[src/hdl/cbz_pkg.sv]
// ----------------------------------------------------------------------------
// cbz_pkg
// Shared types and constants of the cubic Bezier point evaluator.
// ----------------------------------------------------------------------------
package cbz_pkg;

    // Slice width of the multiplicand in the split multipliers
    localparam int MUL_CHUNK = 24;

    // Configuration register indexes
    localparam int CFG_IDX_BITS = 2;
    localparam logic [CFG_IDX_BITS-1:0] REG_POINT_ONE   = 2'd0;
    localparam logic [CFG_IDX_BITS-1:0] REG_POINT_TWO   = 2'd1;
    localparam logic [CFG_IDX_BITS-1:0] REG_POINT_THREE = 2'd2;
    localparam logic [CFG_IDX_BITS-1:0] REG_POINT_FOUR  = 2'd3;

    // Stage enables of one split multiplier
    typedef struct packed {
        logic pp;   // capture partial products
        logic acc;  // capture summed product
    } t_mul_en;

    // Stage enables of one blend unit
    typedef struct packed {
        logic pp;   // capture partial products
        logic acc;  // capture summed products
        logic sum;  // capture blended result
    } t_lerp_en;

endpackage

[src/hdl/cbz_mul.sv]
// ----------------------------------------------------------------------------
// cbz_mul
// Two-stage signed by unsigned multiplier: the multiplicand is cut into
// slices, slice products are registered, then shifted and summed.
// ----------------------------------------------------------------------------
module cbz_mul #(
    parameter int AW = 16,
    parameter int BW = 17
) (
    input  logic                        i_clk,
    input  cbz_pkg::t_mul_en            i_en,
    input  logic signed [AW-1:0]        i_a,
    input  logic        [BW-1:0]        i_b,
    output logic signed [AW+BW-1:0]     o_p
);

    localparam int CH  = cbz_pkg::MUL_CHUNK;
    localparam int NCH = (AW + CH - 1) / CH;
    localparam int PW  = NCH * CH;
    localparam int PPW = CH + BW + 2;
    localparam int OW  = AW + BW;

    logic signed [PW-1:0]  w_a_ext;
    logic signed [PPW-1:0] r_pp [NCH];
    logic signed [OW-1:0]  n_p;
    logic signed [OW-1:0]  r_p;

    assign w_a_ext = PW'(i_a);

    // Form one product per slice; only the top slice carries the sign
    for (genvar j = 0; j < NCH; j++) begin : g_pp
        if (j == NCH - 1) begin : g_top
            always_ff @(posedge i_clk) begin
                if (i_en.pp) begin
                    r_pp[j] <= PPW'($signed(w_a_ext[j*CH +: CH]))
                               * PPW'($signed({1'b0, i_b}));
                end
            end
        end else begin : g_low
            always_ff @(posedge i_clk) begin
                if (i_en.pp) begin
                    r_pp[j] <= PPW'($signed({1'b0, w_a_ext[j*CH +: CH]}))
                               * PPW'($signed({1'b0, i_b}));
                end
            end
        end
    end

    // Align and add the slice products
    always_comb begin
        n_p = '0;
        for (int k = 0; k < NCH; k++) begin
            n_p = n_p + (OW'(r_pp[k]) <<< (k * CH));
        end
    end

    always_ff @(posedge i_clk) begin
        if (i_en.acc) begin
            r_p <= n_p;
        end
    end

    assign o_p = r_p;

endmodule

[src/hdl/cbz_lerp.sv]
// ----------------------------------------------------------------------------
// cbz_lerp
// Exact blend a*u + b*t with u + t = 1.0, three register stages:
// slice products, summed products, blended result.
// ----------------------------------------------------------------------------
module cbz_lerp #(
    parameter int IW = 16,
    parameter int TW = 17
) (
    input  logic                        i_clk,
    input  cbz_pkg::t_lerp_en           i_en,
    input  logic signed [IW-1:0]        i_a,
    input  logic signed [IW-1:0]        i_b,
    input  logic        [TW-1:0]        i_u,
    input  logic        [TW-1:0]        i_t,
    output logic signed [IW+TW-2:0]     o_r
);

    localparam int OW = IW + TW;
    localparam int RW = IW + TW - 1;

    cbz_pkg::t_mul_en   w_mul_en;
    logic signed [OW-1:0] w_pa;
    logic signed [OW-1:0] w_pb;
    logic signed [OW:0]   w_sum;
    logic signed [RW-1:0] r_r;

    assign w_mul_en.pp  = i_en.pp;
    assign w_mul_en.acc = i_en.acc;

    cbz_mul #(.AW(IW), .BW(TW)) u_mul_a (
        .i_clk (i_clk),
        .i_en  (w_mul_en),
        .i_a   (i_a),
        .i_b   (i_u),
        .o_p   (w_pa)
    );

    cbz_mul #(.AW(IW), .BW(TW)) u_mul_b (
        .i_clk (i_clk),
        .i_en  (w_mul_en),
        .i_a   (i_b),
        .i_b   (i_t),
        .o_p   (w_pb)
    );

    // Add the two products; the blend gains TW-1 fraction bits
    assign w_sum = (OW+1)'(w_pa) + (OW+1)'(w_pb);

    always_ff @(posedge i_clk) begin
        if (i_en.sum) begin
            r_r <= w_sum[RW-1:0];
        end
    end

    assign o_r = r_r;

endmodule

[config.mk]
export PLATFORM = sky130hd
export DESIGN_NAME = cbz_lerp
export DESIGN_NICKNAME = d
export VERILOG_FILES = /design/src/hdl/cbz_pkg.sv /design/src/hdl/cbz_mul.sv /design/src/hdl/cbz_lerp.sv
export SDC_FILE = /design/constraint.sdc
export NUM_CORES = 1
export LEC_CHECK = 0
export ABC_AREA = 1
export BUFFER_PORTS_ARGS = -buffer_cell sky130_fd_sc_hd__buf_2
export CAP_MARGIN = 20
export CORE_MARGIN = 1.5
export CORE_UTILIZATION = 50
export CTS_CLUSTER_SIZE = 40
export DETAILED_ROUTE_END_ITERATION = 12
export GPL_ROUTABILITY_DRIVEN = 0
export GPL_TIMING_DRIVEN = 0
export PLACE_DENSITY = 0.67
export SYNTH_ARGS = -nofsm -noshare
export SYNTH_HDL_FRONTEND = slang
export SYNTH_SLANG_ARGS = --single-unit
[constraint.sdc]
create_clock -name i_clk -period 15.7 [get_ports i_clk]
set_clock_uncertainty 0.05 [all_clocks]
set_input_delay 1.57 -clock i_clk [delete_from_list [all_inputs] [get_ports i_clk]]
set_output_delay 1.57 -clock i_clk [all_outputs]
set_load 0.01 [all_outputs]
## Word-level counts from Yosys, hierarchy flattened

Memory sizes are Yosys's and may differ from the RTL's. A register that Yosys moved wholly into a read port is not among the register bits.
Index checks and enable logic that the tools add are counted.

| storage, ports and cells | value |
|---|---|
| bits in registers | 32 |
| input bits | 70 |
| logic and storage cells | 8 |
| bits in writable memories | 86 |
| memories kept | 2 |

Memory list:

| memory | depth | bits a word | rd ports | clocked after Yosys merged registers in | write ports | RTL line | RTL |
|---|---|---|---|---|---|---|---|
| u_mul_a.r_pp | 1 | 43 | 1 | 1 | 1 | cbz_mul.sv:24 | `logic signed [PPW-1:0] r_pp [NCH];` |
| u_mul_b.r_pp | 1 | 43 | 1 | 1 | 1 | cbz_mul.sv:24 |  |

| cells by class | value |
|---|---|
| add/subtract/negate cells | 1 |
| $mul | 2 |
| multiplexer cells | 2 |

Operators with widths:

| cell | count |
|---|---|
| multiplier 16 x 18 -> 34 bit | 2 |
| adder 32 bit | 1 |
| 2-to-1 mux 1 bit | 2 |

## Longest topological paths before layout

Gate-level depths: netlist of run 1.

| logic depth | value |
|---|---|
| word-level depth | 2 |
| depth in mapped cells | 27 |
| gate-level depth less buffers | 25 |

## Cells and area by module

Synthesis of run 1 repeated with hierarchy kept, for this count alone.

| unflattened totals | value |
|---|---|
| cell total of the unflattened synthesis | 3586 |
| area, all modules | 27706.6 um^2 |

Modules (own cells, without submodules):

| module | times used | area an instance (um^2) | cells each |
|---|---|---|---|
| cbz_mul at u_mul_b | 1 | 12197.9 | 1531 |
| cbz_mul at u_mul_a | 1 | 12162.9 | 1529 |
| cbz_lerp | 1 | 3345.7 | 526 |

## Least setup slack after synthesis of run 1

Ideal clock, no wire load.

| path | value |
|---|---|
| kind | input to register |
| start point | in i_a[1] |
| end point | mem u_mul_a.r_pp[0][28] (netlist bit), data pin |
| arrival | 6.350 ns |
| cell stages on the path | 21 |
| path slack | 9.047 ns |
| setup time | 0.253 ns |
| data required time | 15.397 ns |
| cells stage by stage | clkbuf_1 -> clkbuf_1 -> nand2_1 -> fa_1 -> fa_1 -> fa_1 -> fa_1 -> inv_1 -> fa_1 -> inv_1 -> fa_1 -> inv_1 -> ha_1 -> nand2_2 -> inv_1 -> a21oi_1 -> nand3_2 -> nand2_1 -> nand3_1 -> nand2_1 -> nand2_1 |

| between the ends | value |
|---|---|
| word-level cells in the longest chain between the ends | 1 |

Ends and longest elaborated chain:

| element | RTL line | RTL |
|---|---|---|
| from (decl) | cbz_lerp.sv:12 | `input logic signed [IW-1:0] i_a,` |
| multiplier 16 x 18 -> 34 bit | cbz_mul.sv:36 | `* PPW'($signed({1'b0, i_b}));` |
| to (decl) | cbz_mul.sv:24 |  |

No other way between the ends.

## Worst setup path after layout of run 1

| path | value |
|---|---|
| start point | in i_u[5] |
| end point | mem u_mul_a.r_pp[0][31] (netlist bit), data pin |

| between the ends | value |
|---|---|
| word-level cells in the longest chain between the ends | 1 |

Ends and longest elaborated chain:

| element | RTL line | RTL |
|---|---|---|
| from (decl) | cbz_lerp.sv:14 | `input logic [TW-1:0] i_u,` |
| multiplier 16 x 18 -> 34 bit | cbz_mul.sv:36 |  |

No other way between the ends.

==> flow_summary.toml, run 1 <==
[run_status]
status = "complete, no violations"

[synthesis]
synth_cell_type_count = 30
yosys_register_bits = 160
async_flop_share = 0
synth-edff-count = 160
synth_area_per_cell_um2 = 7.68
synth.top_cells.by_area = "fa_1 (30%), edfxtp_1 (18%), nand2_1 (15%), inv_1 (14%), ha_1 (12%)"
post_synth_instance_area_um2 = 27400
ys_seq_area_frac = 0.175
post_synth_inst_count = 3571
yosys_warnings = 0
synth_top_area_share = 0.304
synth_nets = 4315
synth_flop_cell = "edfxtp_1"
post-synth-top-area-cell = "fa_1"

[timing]
rsz_0062_raised_after_global_routing = "no"
final.period_utilization = 0.464
slew_violations = 0
setup_viol_count_final = 0
achievable-frequency_mhz = 137
totalNegativeSetupSlack_ns = 0
hold_viol = 0
timing.final.crit_period_ns = 7.29
worstMarginPinSlew_ns = 0.836
worst_slew_margin_rel = 0.443

[worst_hold_path]
timing.hold.worst.start = "u_mul_b.r_pp[0][28]"
whs_endpoint = "u_mul_b.o_p[28]"
worstHoldPathType = "reg -> reg"
worstHoldPathCells = 0

[final_layout]
drive_gt1_frac = 0.0470
fin_util = 0.541
post_route_insts_no_fill = 4353
final_common_cell = "nand2_1"
finalNetCount = 4388
post-route-cell-area_um2 = 29200
antenna-diode-count = 0
mostFrequentLayoutCells = "nand2_1 (1111), inv_1 (1050), fa_1 (417), ha_1 (257), edfxtp_1 (160)"
areaGrowthSynthToFinish_pct = 6.44

[placed_design]
hpwlAfterDp_um = 57000
dpl_cell_area_um2 = 28600
dp.cells = 4321
numPortBuffers = 52

[critical_path]
worst_ep_arrival_time_ns = 7.43
reg2reg_setup_slack_ns = 13.60
crit_type = "in -> reg"
regToRegStartpoint = "u_mul_a.o_p[0]"
capturing_element_type_of_the_critical_path = "register"
required_time_of_the_critical_path_ns = 15.84
cp-start-kind = "input pin"
rr_worst_depth = 11
crit_path_max_fanout = 10
critical_path.reg2reg.endpoint = "o_r[24]"

[floorplan]
dieArea_um2 = 56300
height_of_the_die_um = 237
effective_utilization_at_floorplan = 0.508
fp.coreArea_um2 = 54000
top_level_ports = 102
chipWidth_um = 237
num_rows = 85

[global_route]
grt_usage = 0.248
global_route_wire_length_before_repair_um = 109000
initial_antenna_violation_count = 1
grt_pass1_vias = 21267
grt_max_degree = 40
grt-ovfl-total = 0

[clock_tree]
post_cts.repair.setup_buffers = 0
cts_root_buffer = "clkbuf_16"
ctsResizeCount = 0
htree_num_levels = 4
worst_setup_hold_path_clk_slew_ns = 0.06
clock_path_buffers = 2
hold_fix_buffers_cts = 0
clock_latency_ns = 0.43
clkSinkCount = 160
tritoncts_clock_tree = "built"
tritoncts.num_buffers = 17

[drt]
post_drt_wl_per_cell_um = 15.3
drt_wl_total_um = 66400
routed-via-count = 21352
post_drt_via_cell_ratio = 4.91
antenna_violating_nets_post_route = 0
detailedRoute.firstIterationViolations = 1565
post-route-drc-count = 0
detail_route.first_pass.iterations = 8

[run]
drv_cap = 0
layer usage:
metal / part of all wire / vias to the layer above / wire (um) / track usage
met3: 0.077 / 102 / 5120 / 0.0439
li1: - / 10439 / - / -
met2: 0.46 / 716 / 30800 / 0.416
met5: 0.00015 / - / 10 / 0
met4: 0.028 / 2 / 1830 / 0.0710
met1: 0.43 / 10093 / 28600 / 0.330
kinds of logic after synthesis:
family                   count (synthesis)  synth area share
AO/OA/AOI/OAI                           75            0.0146
XOR/XNOR                                39            0.0124
adder cells (fa/ha/maj)                674             0.421
buffers and inverters                 1176             0.161
flip-flops                             160             0.175
AND/OR/NAND/NOR                       1447             0.215
cell type report:
cell class	instances	area [um2]
Fill cell	5173	24800
Multi-Input combinational cell	2235	18200
Sequential cell	160	4800
Inverter	1061	3980
Tap cell	696	871
Buffer	115	434
Clock buffer	17	425
Timing Repair Buffer	54	300
Clock inverter	15	171
cell usage after synthesis (5+ instances only):
cell and number:
nor2_4 5, nor3_1 16, xor2_1 36, inv_1 1050, nand3_2 5, and2_1 5
fa_1 417, or2_2 16, nand2_2 29, nand2_1 1111, nor2_2 13, o21ai_0 10
inv_2 11, nand3_1 95, clkbuf_1 111, nor2_1 116, edfxtp_1 160, a21oi_1 55
ha_1 257, o21bai_1 6, nand4_1 29
state kept, by name, summed over array words and instances (netlist names):
name          count
o_r              32
u_mul_b.r_pp     32
u_mul_b.o_p      32
u_mul_a.o_p      32
u_mul_a.r_pp     32
per-stage QoR:
step	hold WS [ns]	worst slack, ns
CTS	0.364	8.50
global route	0.364	8.06
finish	0.363	8.41
floorplan	0.350	9.05
detailed placement	0.355	8.05
global placement	0.350	8.09
worst max-delay path, cell delays in order:
cell and delay, ns:
clkbuf_1 0.49, clkbuf_1 0.60, nand2_1 0.15, fa_1 0.50
inv_1 0.05, fa_1 0.50, inv_1 0.06, fa_1 0.52
inv_1 0.04, fa_1 0.44, fa_1 0.48, inv_1 0.05
fa_1 0.47, inv_1 0.04, ha_1 0.33, nand2_1 0.17
inv_1 0.06, a21oi_1 0.32, nand3_1 0.24, nand2_1 0.14
nand2_1 0.06, nand2_1 0.06, nand2_1 0.05
how the worst max path moves through the flow:
stage	depth (start not counted)	slack [ns]	startpoint	to
floorplan	21	9.05	i_a[1]	u_mul_a.r_pp[0][28]
global placement	23	8.09	i_u[5]	u_mul_a.r_pp[0][31]
detailed placement	23	8.05	i_u[5]	u_mul_a.r_pp[0][31]
CTS	23	8.50	i_u[5]	u_mul_a.r_pp[0][31]
global route	23	8.06	i_u[5]	u_mul_a.r_pp[0][19]
finish	23	8.41	i_u[5]	u_mul_a.r_pp[0][31]
Power of run 1 is left out: the tool's default activity adds up to more than one toggle a clock period on the data nets, which glitch-free logic cannot reach.
==> inputs of run 2 (changes only) <==
PLACE_DENSITY = 0.69   (was 0.67)
clock period = 6.45 ns   (was 15.7 ns; I/O delays follow)
==> flow_summary.toml, run 2 (synthesis gave the netlist of run 1 again) <==
[global_route]
grt_max_degree = 45
grt_usage = 0.248
use_met1 = 0.325
grt_pass1_vias = 21799
grtUsageMet3 = 0.0442
initial_antenna_violation_count = 1
gr-usage-met2 = 0.416
grt-ovfl-total = 0
globalRoute.busiestLayer = "met2"
global_route_wire_length_before_repair_um = 110000

[clock_tree]
tritoncts.num_buffers = 17
cts_root_buffer = "clkbuf_16"
clock_path_buffers = 2
worst_setup_hold_path_clk_slew_ns = 0.07
post_cts.repair.setup_buffers = 0
tritoncts_clock_tree = "built"
clkSinkCount = 160
clock_latency_ns = 0.43
htree_num_levels = 4

[final_layout]
mostFrequentLayoutCells = "nand2_1 (1111), inv_1 (1050), fa_1 (417), ha_1 (257), edfxtp_1 (160)"
drive_gt1_frac = 0.0495
post_route_insts_no_fill = 4354
areaGrowthSynthToFinish_pct = 6.47
finalNetCount = 4388
final_common_cell = "nand2_1"

[drt]
detailedRoute.firstIterationViolations = 1720
detail_route.first_pass.iterations = 6
post-route-drc-count = 0
drt_wl_total_um = 66300
routed-via-count = 21372
post_drt_wl_per_cell_um = 15.2
antenna_violating_nets_post_route = 0
post_drt_via_cell_ratio = 4.91

[critical_path]
required_time_of_the_critical_path_ns = 6.58
capturing_element_type_of_the_critical_path = "register"
cp-start-kind = "input pin"
crit_path_max_fanout = 10
worst_ep_arrival_time_ns = 6.33
crit_type = "in -> reg"
regToRegStartpoint = "u_mul_a.o_p[0]"
crit_path_from = "i_u[10]"

[timing]
worst_slew_margin_rel = 0.450
slew_violations = 0
setup_viol_count_final = 0
timing.final.crit_period_ns = 6.20
hold_ws_ns = 0.366
hold_viol = 0
worstMarginPinSlew_ns = 0.825
final.period_utilization = 0.961
rsz_0062_raised_after_global_routing = "no"
achievable-frequency_mhz = 161

[run_status]
status = "complete, no violations"

[floorplan]
num_rows = 85
effective_utilization_at_floorplan = 0.508
chipWidth_um = 237
height_of_the_die_um = 237
dieArea_um2 = 56300
fp.coreArea_um2 = 54000
top_level_ports = 102

[placed_design]
numPortBuffers = 52
dp.cells = 4321
hpwlAfterDp_um = 57000

[run]
drv_cap = 0

[worst_hold_path]
worstHoldPathType = "reg -> reg"
timing.hold.worst.start = "u_mul_a.r_pp[0][5]"
==> run 2: cell count changes in the layout (fill, tap and decap cells not counted) <==
cell       previous run  this run
clkbuf_1            111       103
clkinv_1              1         0
clkinv_8              0         1
clkbuf_2              2        10
inv_8                 4         5
bufinv_16             2         1
diode_2               0         1
==> run 2: layer usage <==
metal  wire length (um)  up-vias
met5                  0        -
met4               2400        0
met3               4760      149
met2              30700      737
met1              28400    10050
li1                   -    10436
==> run 2: layout make-up <==
cell class                 count  area [um2]
clock buffer                  17         425
sequential                   160        4800
buffer                       115         444
tap                          696         871
timing repair buffer          54         300
antenna                        1        2.50
multi-input combinational   2235       18200
fill                        5148       24800
inverter                    1061        3980
clock inverter                15         165
==> run 2: critical path, cell delays in order <==
cell and delay, ns:
clkbuf_1 0.33, clkbuf_1 0.56, nand2_1 0.17, fa_1 0.54, fa_1 0.59, fa_1 0.47, fa_1 0.56, inv_1 0.05
fa_1 0.47, inv_1 0.05, fa_1 0.47, inv_1 0.04, ha_1 0.36, nand2_2 0.14, inv_1 0.05, a21oi_1 0.27
nand3_2 0.17, nand2_1 0.14, nand3_1 0.09, nand2_1 0.07, nand2_1 0.06
==> run 2: timing repair <==
| item | 4_1_cts | 5_1_grt |
|---|---|---|
| hold buffers | 0 | 0 |
| setup endpoints to repair | 0 | 10 |
| resized for setup | 0 | 16 |
==> run 2: final timing paths <==
check | to | slack, ns | cells after the start
min | u_mul_a.o_p[5] | 0.37 | 0
max reg2reg | o_r[24] | 4.36 | 11
max | u_mul_a.r_pp[0][28] | 0.25 | 21
min reg2reg | u_mul_a.o_p[5] | 0.37 | 0
==> run 2: metrics by stage <==
| step | area, um2 | setup TNS, ns | worst slack (ns) | utilization |
|---|---|---|---|---|
| 3_5_place_dp | 28600 | -3.32 | -0.329 | 0.530 |
| 6_report | 29200 | 0 | 0.252 | 0.541 |
| 3_3_place_gp | 28600 | -1.79 | -0.240 | 0.529 |
| 4_1_cts | 29200 | 0 | 0.160 | 0.541 |
| 2_1_floorplan | 27400 | 0 | 0.722 | - |
| 5_1_grt | 29200 | 0 | 0.000860 | 0.541 |
Power of run 2 is left out for the same reason.
